--- src/hdl/pemf_pkg.sv ---
// ----------------------------------------------------------------------------
// pemf_pkg
// Types and constants shared by the PDF end marker finder.
// ----------------------------------------------------------------------------
package pemf_pkg;

    localparam logic [31:0] WINDOW_DEFAULT = 32'd1048576;

    localparam logic [71:0] XREF_PAT = "startxref";
    localparam logic [39:0] EOF_PAT  = "%%EOF";
    localparam logic [7:0]  CHAR_CR  = 8'h0D;
    localparam logic [7:0]  CHAR_LF  = 8'h0A;

    typedef struct packed {
        logic [7:0] data_byte;
        logic       lookahead;
        logic       last;
    } t_in_word;

    typedef struct packed {
        logic        found;
        logic [31:0] end_offset;
    } t_out_word;

    typedef struct packed {
        logic       advance;
        logic [7:0] data_byte;
        logic       lookahead;
        logic       last;
    } t_step;

    typedef struct packed {
        logic xref_hit;
        logic eof_hit;
    } t_match;

    typedef enum logic [1:0] {
        PH_IDLE,
        PH_FIRST,
        PH_AFTER_CR
    } t_eol_phase;

endpackage

--- src/hdl/pemf_matcher.sv ---
// ----------------------------------------------------------------------------
// pemf_matcher
// Holds the last nine region bytes and flags marker completions.
// ----------------------------------------------------------------------------
module pemf_matcher (
    input  logic            i_clk,
    input  logic            i_rst_n,
    input  pemf_pkg::t_step i_step,
    output pemf_pkg::t_match o_match
);

    logic [71:0] r_recent;
    logic [71:0] n_recent;
    logic [71:0] w_window;

    assign w_window = {r_recent[63:0], i_step.data_byte};

    always_comb begin
        o_match.xref_hit = !i_step.lookahead && (w_window == pemf_pkg::XREF_PAT);
        o_match.eof_hit  = !i_step.lookahead && (w_window[39:0] == pemf_pkg::EOF_PAT);
    end

    always_comb begin
        n_recent = r_recent;
        if (i_step.advance) begin
            if (i_step.last || i_step.lookahead) begin
                n_recent = '0;
            end else begin
                n_recent = w_window;
            end
        end
    end

    always_ff @(posedge i_clk) begin
        if (!i_rst_n) begin
            r_recent <= '0;
        end else begin
            r_recent <= n_recent;
        end
    end

endmodule

--- src/hdl/pemf_tracker.sv ---
// ----------------------------------------------------------------------------
// pemf_tracker
// Tracks marker positions and line-end extension, and forms the result.
// ----------------------------------------------------------------------------
module pemf_tracker (
    input  logic                i_clk,
    input  logic                i_rst_n,
    input  pemf_pkg::t_step     i_step,
    input  pemf_pkg::t_match    i_match,
    input  logic [31:0]         i_window,
    output pemf_pkg::t_out_word o_result
);

    logic [31:0] r_pos, n_pos;
    logic        r_xref_seen, n_xref_seen;
    logic [31:0] r_xref_end, n_xref_end;
    logic        r_first_seen, n_first_seen;
    logic [31:0] r_first_end, n_first_end;
    logic        r_last_seen, n_last_seen;
    logic [31:0] r_last_end, n_last_end;
    logic [1:0]  r_first_skip, n_first_skip;
    logic [1:0]  r_last_skip, n_last_skip;
    pemf_pkg::t_eol_phase r_phase, n_phase;

    logic [32:0] w_end;
    logic [32:0] w_limit;
    logic        w_eof_first;
    logic        w_eof_win;
    logic        w_skip_set;
    logic [1:0]  w_skip_val;
    logic [31:0] w_sel_end;
    logic [1:0]  w_sel_skip;

    assign w_end   = {1'b0, r_pos} + 33'd1;
    assign w_limit = {1'b0, r_xref_end} + {1'b0, i_window};

    assign w_eof_first = i_match.eof_hit && !r_xref_seen && !r_first_seen;
    assign w_eof_win   = i_match.eof_hit && r_xref_seen
                         && ((w_end - 33'd5) >= {1'b0, r_xref_end})
                         && (w_end <= w_limit);

    always_comb begin
        n_phase = pemf_pkg::PH_IDLE;
        unique case (r_phase)
            pemf_pkg::PH_FIRST: begin
                if (!i_step.lookahead && (i_step.data_byte == pemf_pkg::CHAR_CR)) begin
                    n_phase = pemf_pkg::PH_AFTER_CR;
                end
            end
            default: begin
                n_phase = pemf_pkg::PH_IDLE;
            end
        endcase
        if (w_eof_first || w_eof_win) begin
            n_phase = pemf_pkg::PH_FIRST;
        end
        if (i_step.last) begin
            n_phase = pemf_pkg::PH_IDLE;
        end
    end

    always_comb begin
        w_skip_set = 1'b0;
        w_skip_val = 2'd0;
        unique case (r_phase)
            pemf_pkg::PH_FIRST: begin
                if (!i_step.lookahead && ((i_step.data_byte == pemf_pkg::CHAR_CR)
                                          || (i_step.data_byte == pemf_pkg::CHAR_LF))) begin
                    w_skip_set = 1'b1;
                    w_skip_val = 2'd1;
                end
            end
            pemf_pkg::PH_AFTER_CR: begin
                if (i_step.data_byte == pemf_pkg::CHAR_LF) begin
                    w_skip_set = 1'b1;
                    w_skip_val = 2'd2;
                end
            end
            default: begin
                w_skip_set = 1'b0;
            end
        endcase
    end

    always_comb begin
        n_pos        = (r_pos == 32'hFFFF_FFFF) ? r_pos : w_end[31:0];
        n_xref_seen  = r_xref_seen;
        n_xref_end   = r_xref_end;
        n_first_seen = r_first_seen;
        n_first_end  = r_first_end;
        n_last_seen  = r_last_seen;
        n_last_end   = r_last_end;
        n_first_skip = r_first_skip;
        n_last_skip  = r_last_skip;

        if (w_skip_set) begin
            if (r_xref_seen) begin
                n_last_skip = w_skip_val;
            end else begin
                n_first_skip = w_skip_val;
            end
        end
        if (i_match.xref_hit && !r_xref_seen) begin
            n_xref_seen = 1'b1;
            n_xref_end  = w_end[31:0];
        end
        if (w_eof_first) begin
            n_first_seen = 1'b1;
            n_first_end  = w_end[31:0];
            n_first_skip = 2'd0;
        end
        if (w_eof_win) begin
            n_last_seen = 1'b1;
            n_last_end  = w_end[31:0];
            n_last_skip = 2'd0;
        end
    end

    always_comb begin
        w_sel_end  = n_xref_seen ? n_last_end  : n_first_end;
        w_sel_skip = n_xref_seen ? n_last_skip : n_first_skip;
        o_result.found = n_xref_seen ? n_last_seen : n_first_seen;
        o_result.end_offset = o_result.found ? (w_sel_end + {30'd0, w_sel_skip}) : 32'd0;
    end

    always_ff @(posedge i_clk) begin
        if (!i_rst_n || (i_step.advance && i_step.last)) begin
            r_pos        <= '0;
            r_xref_seen  <= 1'b0;
            r_xref_end   <= '0;
            r_first_seen <= 1'b0;
            r_first_end  <= '0;
            r_last_seen  <= 1'b0;
            r_last_end   <= '0;
            r_first_skip <= '0;
            r_last_skip  <= '0;
            r_phase      <= pemf_pkg::PH_IDLE;
        end else if (i_step.advance) begin
            r_pos        <= n_pos;
            r_xref_seen  <= n_xref_seen;
            r_xref_end   <= n_xref_end;
            r_first_seen <= n_first_seen;
            r_first_end  <= n_first_end;
            r_last_seen  <= n_last_seen;
            r_last_end   <= n_last_end;
            r_first_skip <= n_first_skip;
            r_last_skip  <= n_last_skip;
            r_phase      <= n_phase;
        end
    end

`ifndef SYNTH
    a_clear_after_last: assert property (@(posedge i_clk) disable iff (!i_rst_n)
        (i_step.advance && i_step.last) |=> (r_pos == 32'd0) && !r_xref_seen)
        else $error("State not cleared after the final word.");
    a_window_needs_xref: assert property (@(posedge i_clk) disable iff (!i_rst_n)
        r_last_seen |-> r_xref_seen)
        else $error("Windowed end marker recorded without startxref.");
    a_xref_recorded: assert property (@(posedge i_clk) disable iff (!i_rst_n)
        (i_step.advance && !i_step.last && i_match.xref_hit) |=> r_xref_seen)
        else $error("Completed startxref not recorded.");
`endif

endmodule

--- src/hdl/pdf_end_marker_finder.sv ---
// ----------------------------------------------------------------------------
// pdf_end_marker_finder
// Scans a carve region byte by byte and reports where the PDF document ends.
//
//   Channel  Direction  Handshake                  Word
//   input    in         i_in_valid / o_in_ready    i_in_word  (t_in_word)
//   output   out        o_out_valid / i_out_ready  o_out_word (t_out_word)
//   config   in         i_cfg_wr_en                i_cfg_wr_data (search window)
//
// One word is accepted per clock; the marker matchers and position tracking
// complete in the single stage between the input and result registers.
// A result is registered as its final word leaves the input register.
// Reset clears all tracking state and restores the default search window.
// A final word waits in the input register only while a previous result is
// still untaken, and the input is held not ready meanwhile; other words never
// wait.
// ----------------------------------------------------------------------------
module pdf_end_marker_finder (
    input  logic                i_clk,
    input  logic                i_rst_n,
    input  logic                i_in_valid,
    output logic                o_in_ready,
    input  pemf_pkg::t_in_word  i_in_word,
    output logic                o_out_valid,
    input  logic                i_out_ready,
    output pemf_pkg::t_out_word o_out_word,
    input  logic                i_cfg_wr_en,
    input  logic [31:0]         i_cfg_wr_data
);

    logic                r_in_valid;
    pemf_pkg::t_in_word  r_in_word;
    logic                r_out_valid;
    pemf_pkg::t_out_word r_out_word;
    logic [31:0]         r_window;

    logic                w_advance;
    pemf_pkg::t_step     w_step;
    pemf_pkg::t_match    w_match;
    pemf_pkg::t_out_word w_result;

    assign w_advance  = r_in_valid && (!r_in_word.last || !r_out_valid || i_out_ready);
    assign o_in_ready = !r_in_valid || w_advance;

    always_comb begin
        w_step.advance   = w_advance;
        w_step.data_byte = r_in_word.data_byte;
        w_step.lookahead = r_in_word.lookahead;
        w_step.last      = r_in_word.last;
    end

    pemf_matcher u_matcher (
        .i_clk   (i_clk),
        .i_rst_n (i_rst_n),
        .i_step  (w_step),
        .o_match (w_match)
    );

    pemf_tracker u_tracker (
        .i_clk    (i_clk),
        .i_rst_n  (i_rst_n),
        .i_step   (w_step),
        .i_match  (w_match),
        .i_window (r_window),
        .o_result (w_result)
    );

    always_ff @(posedge i_clk) begin
        if (!i_rst_n) begin
            r_window <= pemf_pkg::WINDOW_DEFAULT;
        end else if (i_cfg_wr_en) begin
            r_window <= i_cfg_wr_data;
        end
    end

    always_ff @(posedge i_clk) begin
        if (!i_rst_n) begin
            r_in_valid <= 1'b0;
        end else if (o_in_ready) begin
            r_in_valid <= i_in_valid;
        end
    end

    always_ff @(posedge i_clk) begin
        if (o_in_ready && i_in_valid) begin
            r_in_word <= i_in_word;
        end
    end

    always_ff @(posedge i_clk) begin
        if (!i_rst_n) begin
            r_out_valid <= 1'b0;
        end else if (w_advance && r_in_word.last) begin
            r_out_valid <= 1'b1;
        end else if (i_out_ready) begin
            r_out_valid <= 1'b0;
        end
    end

    always_ff @(posedge i_clk) begin
        if (w_advance && r_in_word.last) begin
            r_out_word <= w_result;
        end
    end

    assign o_out_valid = r_out_valid;
    assign o_out_word  = r_out_word;

`ifndef SYNTH
    a_result_follows_last: assert property (@(posedge i_clk) disable iff (!i_rst_n)
        (w_advance && r_in_word.last) |=> o_out_valid)
        else $error("No result after the final word.");
    a_last_blocked: assert property (@(posedge i_clk) disable iff (!i_rst_n)
        (r_in_valid && r_in_word.last && r_out_valid && !i_out_ready) |-> !o_in_ready)
        else $error("Input taken while a final word is blocked.");
    a_out_held: assert property (@(posedge i_clk) disable iff (!i_rst_n)
        (o_out_valid && !i_out_ready) |=> (o_out_valid && $stable(o_out_word)))
        else $error("Result changed while waiting to be taken.");
`endif

endmodule

--- config.mk ---
export PLATFORM = sky130hd
export DESIGN_NAME = pdf_end_marker_finder
export DESIGN_NICKNAME = d
export VERILOG_FILES = /design/src/hdl/pemf_pkg.sv /design/src/hdl/pemf_matcher.sv /design/src/hdl/pemf_tracker.sv /design/src/hdl/pdf_end_marker_finder.sv
export SDC_FILE = /design/constraint.sdc
export NUM_CORES = 1
export LEC_CHECK = 0
export ABC_AREA = 1
export BUFFER_PORTS_ARGS = -buffer_cell sky130_fd_sc_hd__buf_4
export CELL_PAD_IN_SITES_DETAIL_PLACEMENT = 1
export CELL_PAD_IN_SITES_GLOBAL_PLACEMENT = 2
export CORE_MARGIN = 5
export CORE_UTILIZATION = 33
export CTS_BUF_LIST = sky130_fd_sc_hd__clkbuf_8
export DETAILED_ROUTE_END_ITERATION = 6
export PLACE_DENSITY = 0.77
export SETUP_SLACK_MARGIN = 0.5
export SLEW_MARGIN = 20
export SYNTH_ARGS = -nofsm -noshare
export SYNTH_HDL_FRONTEND = slang
export SYNTH_HIERARCHICAL = 1
export SYNTH_SLANG_ARGS = --single-unit
--- constraint.sdc ---
create_clock -name i_clk -period 6.4 [get_ports i_clk]
set_input_delay 0.32 -clock i_clk [delete_from_list [all_inputs] [get_ports i_clk]]
set_output_delay 0.32 -clock i_clk [all_outputs]
set_load 0.02 [all_outputs]
==> results of run 1 <==
-- Yosys cell counts, drive strengths merged --
cell / number
clkbuf: 64
a21oi: 246
or3b: 1
and2: 1
xor2: 41
nor3b: 1
o21bai: 2
ha: 97
fa: 2
and3: 1
nand3: 165
nor2b: 1
nand2: 663
a211oi: 4
dfxtp: 235
o211ai: 2
nor3: 21
o2111ai: 1
a31oi: 6
buf: 46
a21o: 1
edfxtp: 43
o41ai: 1
nand4: 32
nand3b: 11
xnor2: 21
nor2: 335
inv: 328
a41o: 1
or2: 24
a2111oi: 1
nor4: 3
o21ai: 286
-- kinds of logic after synthesis --
kind of cell	synth area share, %
buffers and inverters	10.1
DFF	33.7
AOI/OAI and AO/OA	15.8
xor gates and xnor gates	3.10
and+or+nand+nor	30.3
adders and majority gates	7.05
-- registers in the layout (all words and copies together) (netlist names) --
name	flops
u_matcher/r_recent	64
o_out_word	33
r_window	32
u_tracker/r_first_end	32
u_tracker/r_last_end	32
u_tracker/r_pos	32
u_tracker/r_xref_end	32
r_in_word	10
u_tracker/r_first_skip	2
u_tracker/r_last_skip	2
u_tracker/r_phase	2
o_out_valid	1
r_in_valid	1
u_tracker/r_first_seen	1
u_tracker/r_last_seen	1
u_tracker/r_xref_seen	1
-- worst max-delay path, delay by kind of cell (launching register included) --
kind,cells,cell delay (ns)
buffers and inverters,4,0.33
XOR/XNOR,1,0.18
AO/OA/AOI/OAI,3,0.31
AND/OR/NAND/NOR,36,3.53
adder cells (fa/ha/maj),4,1.18
flip-flops,1,0.34
-- layout by cell type (no fill, tap or decap), types with 20 or more instances in the layout --
cell type      instances
xnor2_1               20
xor2_1                38
o21ai_1               25
nand2_1              605
o21ai_0              256
nor2_4                25
nand2_2               51
or2_2                 23
nand3_2               26
nor2_2                22
nand4_1               32
edfxtp_1              43
nand3_1              135
ha_1                  84
clkbuf_8              68
inv_1                319
dlygate4sd3_1         56
nor2_1               288
buf_4                216
a21oi_1              242
dfxtp_1              226
-- layer usage --
| layer | global-route usage (%) | vias to the layer above | share of wire (%) |
|---|---|---|---|
| li1 | - | 9185 | - |
| met3 | 3.06 | 90 | 3.5 |
| met5 | 0 | - | 0 |
| met2 | 37.1 | 254 | 48 |
| met4 | 6.01 | 0 | 2.4 |
| met1 | 27.6 | 8736 | 46 |
-- power breakdown --
group          total [mW]  internal [mW]  switching (mW)
sequential           1.91           1.85          0.0618
clock                2.07           1.18           0.892
combinational       0.872          0.332           0.540
total                4.85           3.36            1.49
-- area by class of cell --
class | instances | area (um^2) | share of cell area [%]
Antenna cell | 1 | 2.50 | 0.0112
Clock buffer | 68 | 936 | 4.18
Clock inverter | 33 | 318 | 1.42
Inverter | 328 | 1230 | 5.50
Multi-Input combinational cell | 1971 | 10700 | 47.8
Sequential cell | 278 | 6010 | 26.9
Tap cell | 696 | 871 | 3.89
Timing Repair Buffer | 282 | 2320 | 10.4
-- path summary, 6_finish.rpt --
| path | start | to | cells after the start |
|---|---|---|---|
| worst max-delay path | u_tracker/r_xref_end[10] | o_out_word[18] | 48 |
| worst min-delay path | i_out_ready | o_out_valid | 6 |
| worst max register to register | u_tracker/r_xref_end[10] | o_out_word[18] | 48 |
| worst min register to register | u_tracker/r_last_end[8] | u_tracker/r_last_end[8] | 2 |
-- timing repair --
item	in CTS	in global routing
endpoints found under the setup margin	31	49
pin swaps	52	43
hold buffers	56	0
resized for setup	91	78
endpoints found under the hold margin	43	0
setup buffers	20	8
-- per-stage QoR --
step | power [mW] | worst slack (ns) | setup TNS [ns] | instances
after floorplan | 2.44 | 0.501 | 0 | 2687
after global placement | 2.71 | -0.00364 | -0.00364 | 3471
after detailed placement | 2.74 | -0.165 | -1.85 | 3471
after CTS | 4.91 | 0.202 | 0 | 3648
after global routing | 5.12 | -0.174 | -2.28 | 3657
final | 4.85 | 0.268 | 0 | 3657
==> reports/results.tsv, run 1 <==
stage	metric	value	unit
critical_path	cp-end-kind	flop	
global_routing	grt_pass1_wl	102000	um
yosys	ys_warn_count	6	
critical_path	crit_required	6.82	ns
pwr	p_leak	9.91	nW
detailed_routing	vias_per_cell	4.99	
cts	clk_latency	0.69	ns
sta	relSlewSlack	42.4	%
detailed_routing	dr.pass1.iters	4	
die	initial_core_util	33.2	%
worst_hold_path	min_path_type	in -> reg	
finish	layout-drive-gt1-share	18.4	%
sta	finalClockSkew	0.0470	ns
cts	cts_buffer_depth	3	
critical_path	crit_type	reg -> reg	
cts	cts_tree	yes	
global_routing	track_usage	21.3	%
yosys	synthesis.area	17800	um^2
finish	final_util	41.8	%
sta	worst_pin_slew	0.861	ns
critical_path	r2r_slack	0.27	ns
sta	hold_violations	0	
detailed_routing	route.detailed.drc	0	
finish	area_delta_synth_final	25.9	%
yosys	synth.top_cell.area_share	26.5	%
yosys	yosysTopAreaCell	dfxtp_1	
placement	hpwlAfterDp	47300	um
die	ios	82	
yosys	ys_seq_area_share	33.7	%
critical_path	slowest_delay	0.37	ns
critical_path	cp.arrival	6.55	ns
global_routing	antenna_found_initial	1	
detailed_routing	routed_wl	64500	um
critical_path	critPathLaunchType	flop	
detailed_routing	vias	18265	
die	chipWidth	242	um
detailed_routing	antenna_left	0	
detailed_routing	drtIter0Drc	850	
cts	cts_sinks	278	
pwr	vdd_drop_max	0.142	mV
sta	post-route-min-period	6.13	ns
sta	fin_crit_sh	95.8	%
yosys	synth.distinct_cells	49	
sta	holdWs	0.0721	ns
status	outcome	complete, no violations	
sta	drv_slew	0	
finish	design_area	22400	um^2
sta	rsz0062_at_grt	yes	
finish	fillers	6823	
placement	place_area	19700	um^2
yosys	syn-num-nets	2833	
die	die_h	242	um
die	num_rows	85	
yosys	syn_area_per_cell	6.62	um^2
detailed_routing	wire_per_inst	17.6	um
cts	htreeDepth	2	
global_routing	grt_max_degree	182	
yosys	netlist_instances	2687	
critical_path	cp_common_cell	nand2_2	
die	dieArea	58600	um^2
pwr	power_density	217	nW/um^2
sta	setup-violations-final	0	
critical_path	critPathMaxFanout	6	
placement	io_buffers	81	
cts	clkTransAtPathRegs	0.06	ns
critical_path	cp_slowest_cell	fa_2	
sta	fmax	0.163	GHz
placement	gp_congestion	0.877	
global_routing	overflow	0	
cts	numCtsBuffers	54	
yosys	synth.top_cells.by_area	dfxtp_1, nand2_1, o21ai_0	
die	core_area	53600	um^2
finish	layout.nets	3061	
yosys	ys_seq_elements	278	
global_routing	first_global_vias	18760	
cts	cts_root_buf	clkbuf_8	
flow_run	max_cap_viol_count	0	
Note: power is estimated with default switching activity, not from simulation.
==> run 2, diff against run 1 <==
- SETUP_SLACK_MARGIN: 0.5 -> unset
==> reports/results.tsv, run 2 (same netlist as run 1, synthesis figures left out) <==
stage	metric	value	unit
detailed_routing	routed_wl	64800	um
critical_path	cp.arrival	6.69	ns
critical_path	crit_type	reg -> reg	
finish	area_delta_synth_final	26.2	%
cts	htreeDepth	2	
detailed_routing	vias_per_cell	5.00	
sta	fmax	0.160	GHz
worst_hold_path	holdPathEnd	r_window[15]	
detailed_routing	antenna_left	0	
global_routing	overflow	0	
die	core_area	53600	um^2
finish	largest_reg_flops	64	
critical_path	crit_required	6.82	ns
finish	layout_commonest_cell	nand2_1	
finish	fillers	6877	
sta	drv_slew	0	
placement	place_area	20200	um^2
critical_path	r2r_slack	0.14	ns
die	initial_core_util	33.2	%
critical_path	r2r-end	o_out_word[22]	
cts	clkTransAtPathRegs	0.05	ns
sta	finalClockSkew	0.0438	ns
sta	worst_pin_slew	0.973	ns
global_routing	grt_max_degree	130	
finish	multi_input_area	10500	um^2
cts	cts_root_buf	clkbuf_8	
cts	cts_sinks	278	
detailed_routing	route.detailed.drc	0	
worst_hold_path	min_path_type	in -> reg	
pwr	power_density	207	nW/um^2
pwr	p_leak	10.1	nW
critical_path	cp_slowest_cell	fa_2	
finish	design_area	22400	um^2
global_routing	first_global_vias	19256	
placement	hpwlAfterDp	48000	um
sta	setup-violations-final	0	
critical_path	cp-end-kind	flop	
global_routing	antenna_found_initial	1	
sta	fin_crit_sh	97.9	%
pwr	vdd_drop_max	0.160	mV
critical_path	critPathLaunchType	flop	
finish	layout-drive-gt1-share	18.0	%
cts	cts_tree	yes	
placement	io_buffers	81	
critical_path	critical_path_cell_count	45	
sta	hold_violations	0	
global_routing	grt_pass1_wl	102000	um
worst_hold_path	hold_start	i_rst_n	
status	outcome	complete, no violations	
pwr	finalPower	4.65	mW
detailed_routing	wire_per_inst	17.4	um
sta	rsz0062_at_grt	yes	
finish	layout.nets	3126	
placement	pre_cts_slack	-0.426	ns
placement	gp_congestion	0.865	
cts	cts_buffer_depth	3	
critical_path	critPathMaxFanout	6	
finish	final_util	41.9	%
cts	clk_latency	0.68	ns
critical_path	r2r-start	u_tracker/r_pos[1]	
critical_path	reg2reg_depth	45	
die	chipWidth	242	um
detailed_routing	vias	18575	
sta	relSlewSlack	35.2	%
flow_run	max_cap_viol_count	0	
global_routing	track_usage	21.3	%
die	ios	82	
finish	register_area	6000	um^2
finish	regMostFlops	u_matcher/r_recent	
detailed_routing	drtIter0Drc	761	
detailed_routing	dr.pass1.iters	5	
cts	numCtsBuffers	53	
die	num_rows	85	
finish	final_cell_mix	nand2_1, inv_1, nor2_1, buf_4, o21ai_0	
worst_hold_path	min_path_cells	3	
critical_path	slowest_delay	0.38	ns
critical_path	critPathTopFamily	simple AND/OR/NAND/NOR gates	
die	dieArea	58600	um^2
sta	fin_ws	0.135	ns
critical_path	path_buf_inv	12	
sta	post-route-min-period	6.26	ns
die	die_h	242	um
run 2: worst reg2reg max path: cells and delay by family, from the launching register on:
kind | cells | cell delay (ns)
adder cells (fa/ha/maj) | 4 | 1.04
buffers and inverters | 12 | 1.05
AND/OR/NAND/NOR | 23 | 2.87
AO/OA/AOI/OAI | 6 | 0.74
flip-flops | 1 | 0.33
run 2: metrics by stage:
| stage | hold slack (ns) | setup TNS [ns] | cells |
|---|---|---|---|
| floorplan | 0.419 | 0 | 2687 |
| global placement | 0.440 | -2.30 | 3544 |
| detailed placement | 0.451 | -7.14 | 3544 |
| CTS | 0.0175 | -0.0201 | 3700 |
| global route | 0.0624 | -4.20 | 3717 |
| finish | 0.0694 | 0 | 3718 |
run 2: layout make-up:
| class | instances | share of cell area, % |
|---|---|---|
| multi-input cells | 1971 | 46.6 |
| inverters | 328 | 5.49 |
| clock inverters | 31 | 0.948 |
| well taps | 696 | 3.88 |
| repair buffers | 348 | 12.4 |
| flip-flops and latches | 278 | 26.8 |
| clock buffers | 64 | 3.93 |
| diodes | 2 | 0.0223 |
run 2: worst max-delay path by stage:
stage / from / endpoint / slack, ns
floorplan: u_tracker/r_pos[1] / o_out_word[20] / 0.25
global placement: r_window[0] / o_out_word[16] / -0.22
detailed placement: r_window[0] / o_out_word[16] / -0.43
CTS: r_window[0] / o_out_word[16] / -0.02
global route: u_tracker/r_pos[1] / o_out_word[16] / -0.22
finish: u_tracker/r_pos[1] / o_out_word[22] / 0.14
run 2: power by group:
group / internal (mW) / leakage, nW / switching, mW
sequential: 1.85 / 2.34 / 0.0581
clock: 0.992 / 0.623 / 0.862
combinational: 0.345 / 7.16 / 0.541
total: 3.19 / 10.1 / 1.46
run 2: timing repair:
action	4_1_cts	5_1_grt
pin swaps	15	55
gates resized for setup	31	85
hold endpoints to repair	43	0
hold buffers	54	0
buffers inserted	7	18
endpoints found under the setup margin	28	40
run 2: metal layers:
| metal | global-route usage [%] | vias up | share of wire (%) |
|---|---|---|---|
| met3 | 3.05 | 102 | 3.2 |
| met5 | 0 | - | 0 |
| met2 | 37.8 | 241 | 48 |
| met1 | 26.8 | 8944 | 46 |
| li1 | - | 9288 | - |
| met4 | 6.51 | 0 | 2.8 |
==> run 3, diff against run 2 <==
- CORE_UTILIZATION: 33 -> 36
- PLACE_DENSITY: 0.77 -> 0.8
- clock period: 6.4 -> 6.15 ns (I/O delays scaled with it)
==> reports/results.tsv, run 3 (same netlist as run 1, synthesis figures left out) <==
stage	metric	value	unit
placement	hpwlAfterDp	47800	um
cts	cts_root_buf	clkbuf_8	
finish	regMostFlops	u_matcher/r_recent	
die	chipWidth	232	um
sta	fin_ws	-0.0502	ns
global_routing	grt_max_degree	130	
critical_path	r2r_slack	-0.05	ns
finish	layout_commonest_cell	nand2_1	
placement	gp_congestion	0.877	
detailed_routing	wire_per_inst	17.5	um
worst_hold_path	holdPathEnd	r_window[21]	
critical_path	crit_type	reg -> reg	
sta	drv_slew	0	
finish	area_delta_synth_final	32.5	%
detailed_routing	routed_wl	66300	um
pwr	finalPower	5.01	mW
finish	stdcell_count	3785	
cts	numCtsBuffers	54	
finish	largest_reg_flops	64	
finish	layout.nets	3221	
sta	setup-violations-final	7	
detailed_routing	vias	19086	
critical_path	cp.arrival	6.63	ns
worst_hold_path	min_path_type	in -> reg	
status	failed_checks	setup timing	
die	ios	82	
pwr	power_density	213	nW/um^2
detailed_routing	antenna_left	0	
sta	fmax	0.161	GHz
cts	clkTransAtPathRegs	0.06	ns
global_routing	first_global_vias	19953	
status	outcome	finished, violations left	
sta	post-route-min-period	6.20	ns
global_routing	track_usage	24.1	%
die	die_h	232	um
placement	place_area	20600	um^2
cts	cts_buffer_depth	3	
critical_path	r2r-start	u_tracker/r_xref_end[0]	
critical_path	critPathMaxFanout	6	
sta	finalClockSkew	0.0322	ns
finish	design_area	23600	um^2
detailed_routing	drtIter0Drc	868	
cts	cts_tree	yes	
critical_path	cp_slowest_cell	fa_2	
critical_path	reg2reg_depth	48	
die	num_rows	81	
pwr	p_leak	10.7	nW
critical_path	path_buf_inv	14	
sta	hold_violations	0	
critical_path	cp_common_cell	buf_4	
sta	rsz0062_at_grt	yes	
sta	holdWs	0.0570	ns
global_routing	antenna_found_initial	1	
placement	dp_cells	3573	
finish	final_util	48.1	%
detailed_routing	route.detailed.drc	0	
cts	htreeDepth	2	
critical_path	crit_required	6.58	ns
critical_path	cp-end-kind	flop	
critical_path	r2r-end	o_out_word[16]	
worst_hold_path	hold_start	i_rst_n	
finish	layout-drive-gt1-share	22.5	%
pwr	vdd_drop_max	0.136	mV
sta	relSlewSlack	43.3	%
critical_path	critPathLaunchType	flop	
die	dieArea	53900	um^2
detailed_routing	vias_per_cell	5.04	
critical_path	critPathTopFamily	simple AND/OR/NAND/NOR gates	
global_routing	grt_pass1_wl	105000	um
sta	worst_pin_slew	0.851	ns
finish	final_cell_mix	nand2_1, buf_4, inv_1, nor2_1, o21ai_0	
die	initial_core_util	36.3	%
placement	io_buffers	81	
critical_path	slowest_delay	0.37	ns
cts	cts_sinks	278	
cts	clk_latency	0.67	ns
die	core_area	49000	um^2
detailed_routing	dr.pass1.iters	5	
global_routing	overflow	0	
sta	fin_crit_sh	101	%
worst_hold_path	min_path_cells	3	
flow_run	max_cap_viol_count	0	
==> run 3: cell types whose count changed in the layout (fill, tap and decap cells not counted), sizes merged <==
cell	delta
clkbuf	+9
buf	+89
clkinv	-11
inv	+8
dlygate4sd3	+5
diode	-1
==> run 3: worst register-to-register path: cells and delay by family (launching register included) <==
kind | cells | cell delay [ns]
flip-flops | 1 | 0.35
AND/OR/NAND/NOR | 26 | 2.26
adder cells (fa/ha/maj) | 5 | 1.45
AO/OA/AOI/OAI | 2 | 0.28
buffers and inverters | 14 | 1.48
XOR/XNOR | 1 | 0.12
==> run 3: metrics by stage <==
| step | TNS, ns | setup WS, ns |
|---|---|---|
| floorplan | 0 | 0.0247 |
| global placement | -5.95 | -0.402 |
| detailed placement | -11.73 | -0.616 |
| CTS | -0.00507 | -0.00255 |
| global route | -7.42 | -0.386 |
| finish | -0.219 | -0.0502 |
==> run 3: what timing repair did <==
| item | 4_1_cts | 5_1_grt |
|---|---|---|
| gates cloned | 0 | 0 |
| pin swaps | 47 | 75 |
| buffers inserted | 41 | 16 |
| endpoints found under the hold margin | 43 | 0 |
| hold buffers | 59 | 0 |
| resized for setup | 87 | 123 |
| endpoints found under the setup margin | 29 | 49 |
==> run 3: area by class of cell <==
cell class              count  area, um^2
fillers                  6322       25400
multi-input cells        1971       10700
flip-flops and latches    278        6010
repair buffers            442        3550
inverters                 328        1230
clock buffers              73        1000
well taps                 664         831
clock inverters            28         199
diodes                      1        2.50
==> run 3: routing by layer <==
metal / track usage (%) / up-vias / wire length (um)
met2: 42.4 / 285 / 32200
met1: 30.3 / 9181 / 29800
met5: 0 / - / 0
li1: - / 9485 / -
met3: 3.04 / 135 / 2030
met4: 8.60 / 0 / 2300
==> run 3: power breakdown <==
group | leakage, nW | switching, mW | internal, mW
clock | 0.700 | 0.895 | 1.15
sequential | 2.34 | 0.0622 | 1.92
combinational | 7.70 | 0.585 | 0.395
==> run 3: worst max path at each step <==
| stage | from | to | slack, ns | cells past startpoint |
|---|---|---|---|---|
| after floorplan | r_window[0] | o_out_word[20] | 0.02 | 50 |
| after global placement | r_window[0] | o_out_word[16] | -0.40 | 50 |
| after detailed placement | u_tracker/r_pos[0] | o_out_word[16] | -0.62 | 45 |
| after CTS | u_tracker/r_xref_end[0] | o_out_word[16] | -0.003 | 49 |
| after global routing | u_tracker/r_xref_end[10] | o_out_word[16] | -0.39 | 48 |
| final | u_tracker/r_xref_end[0] | o_out_word[16] | -0.05 | 48 |
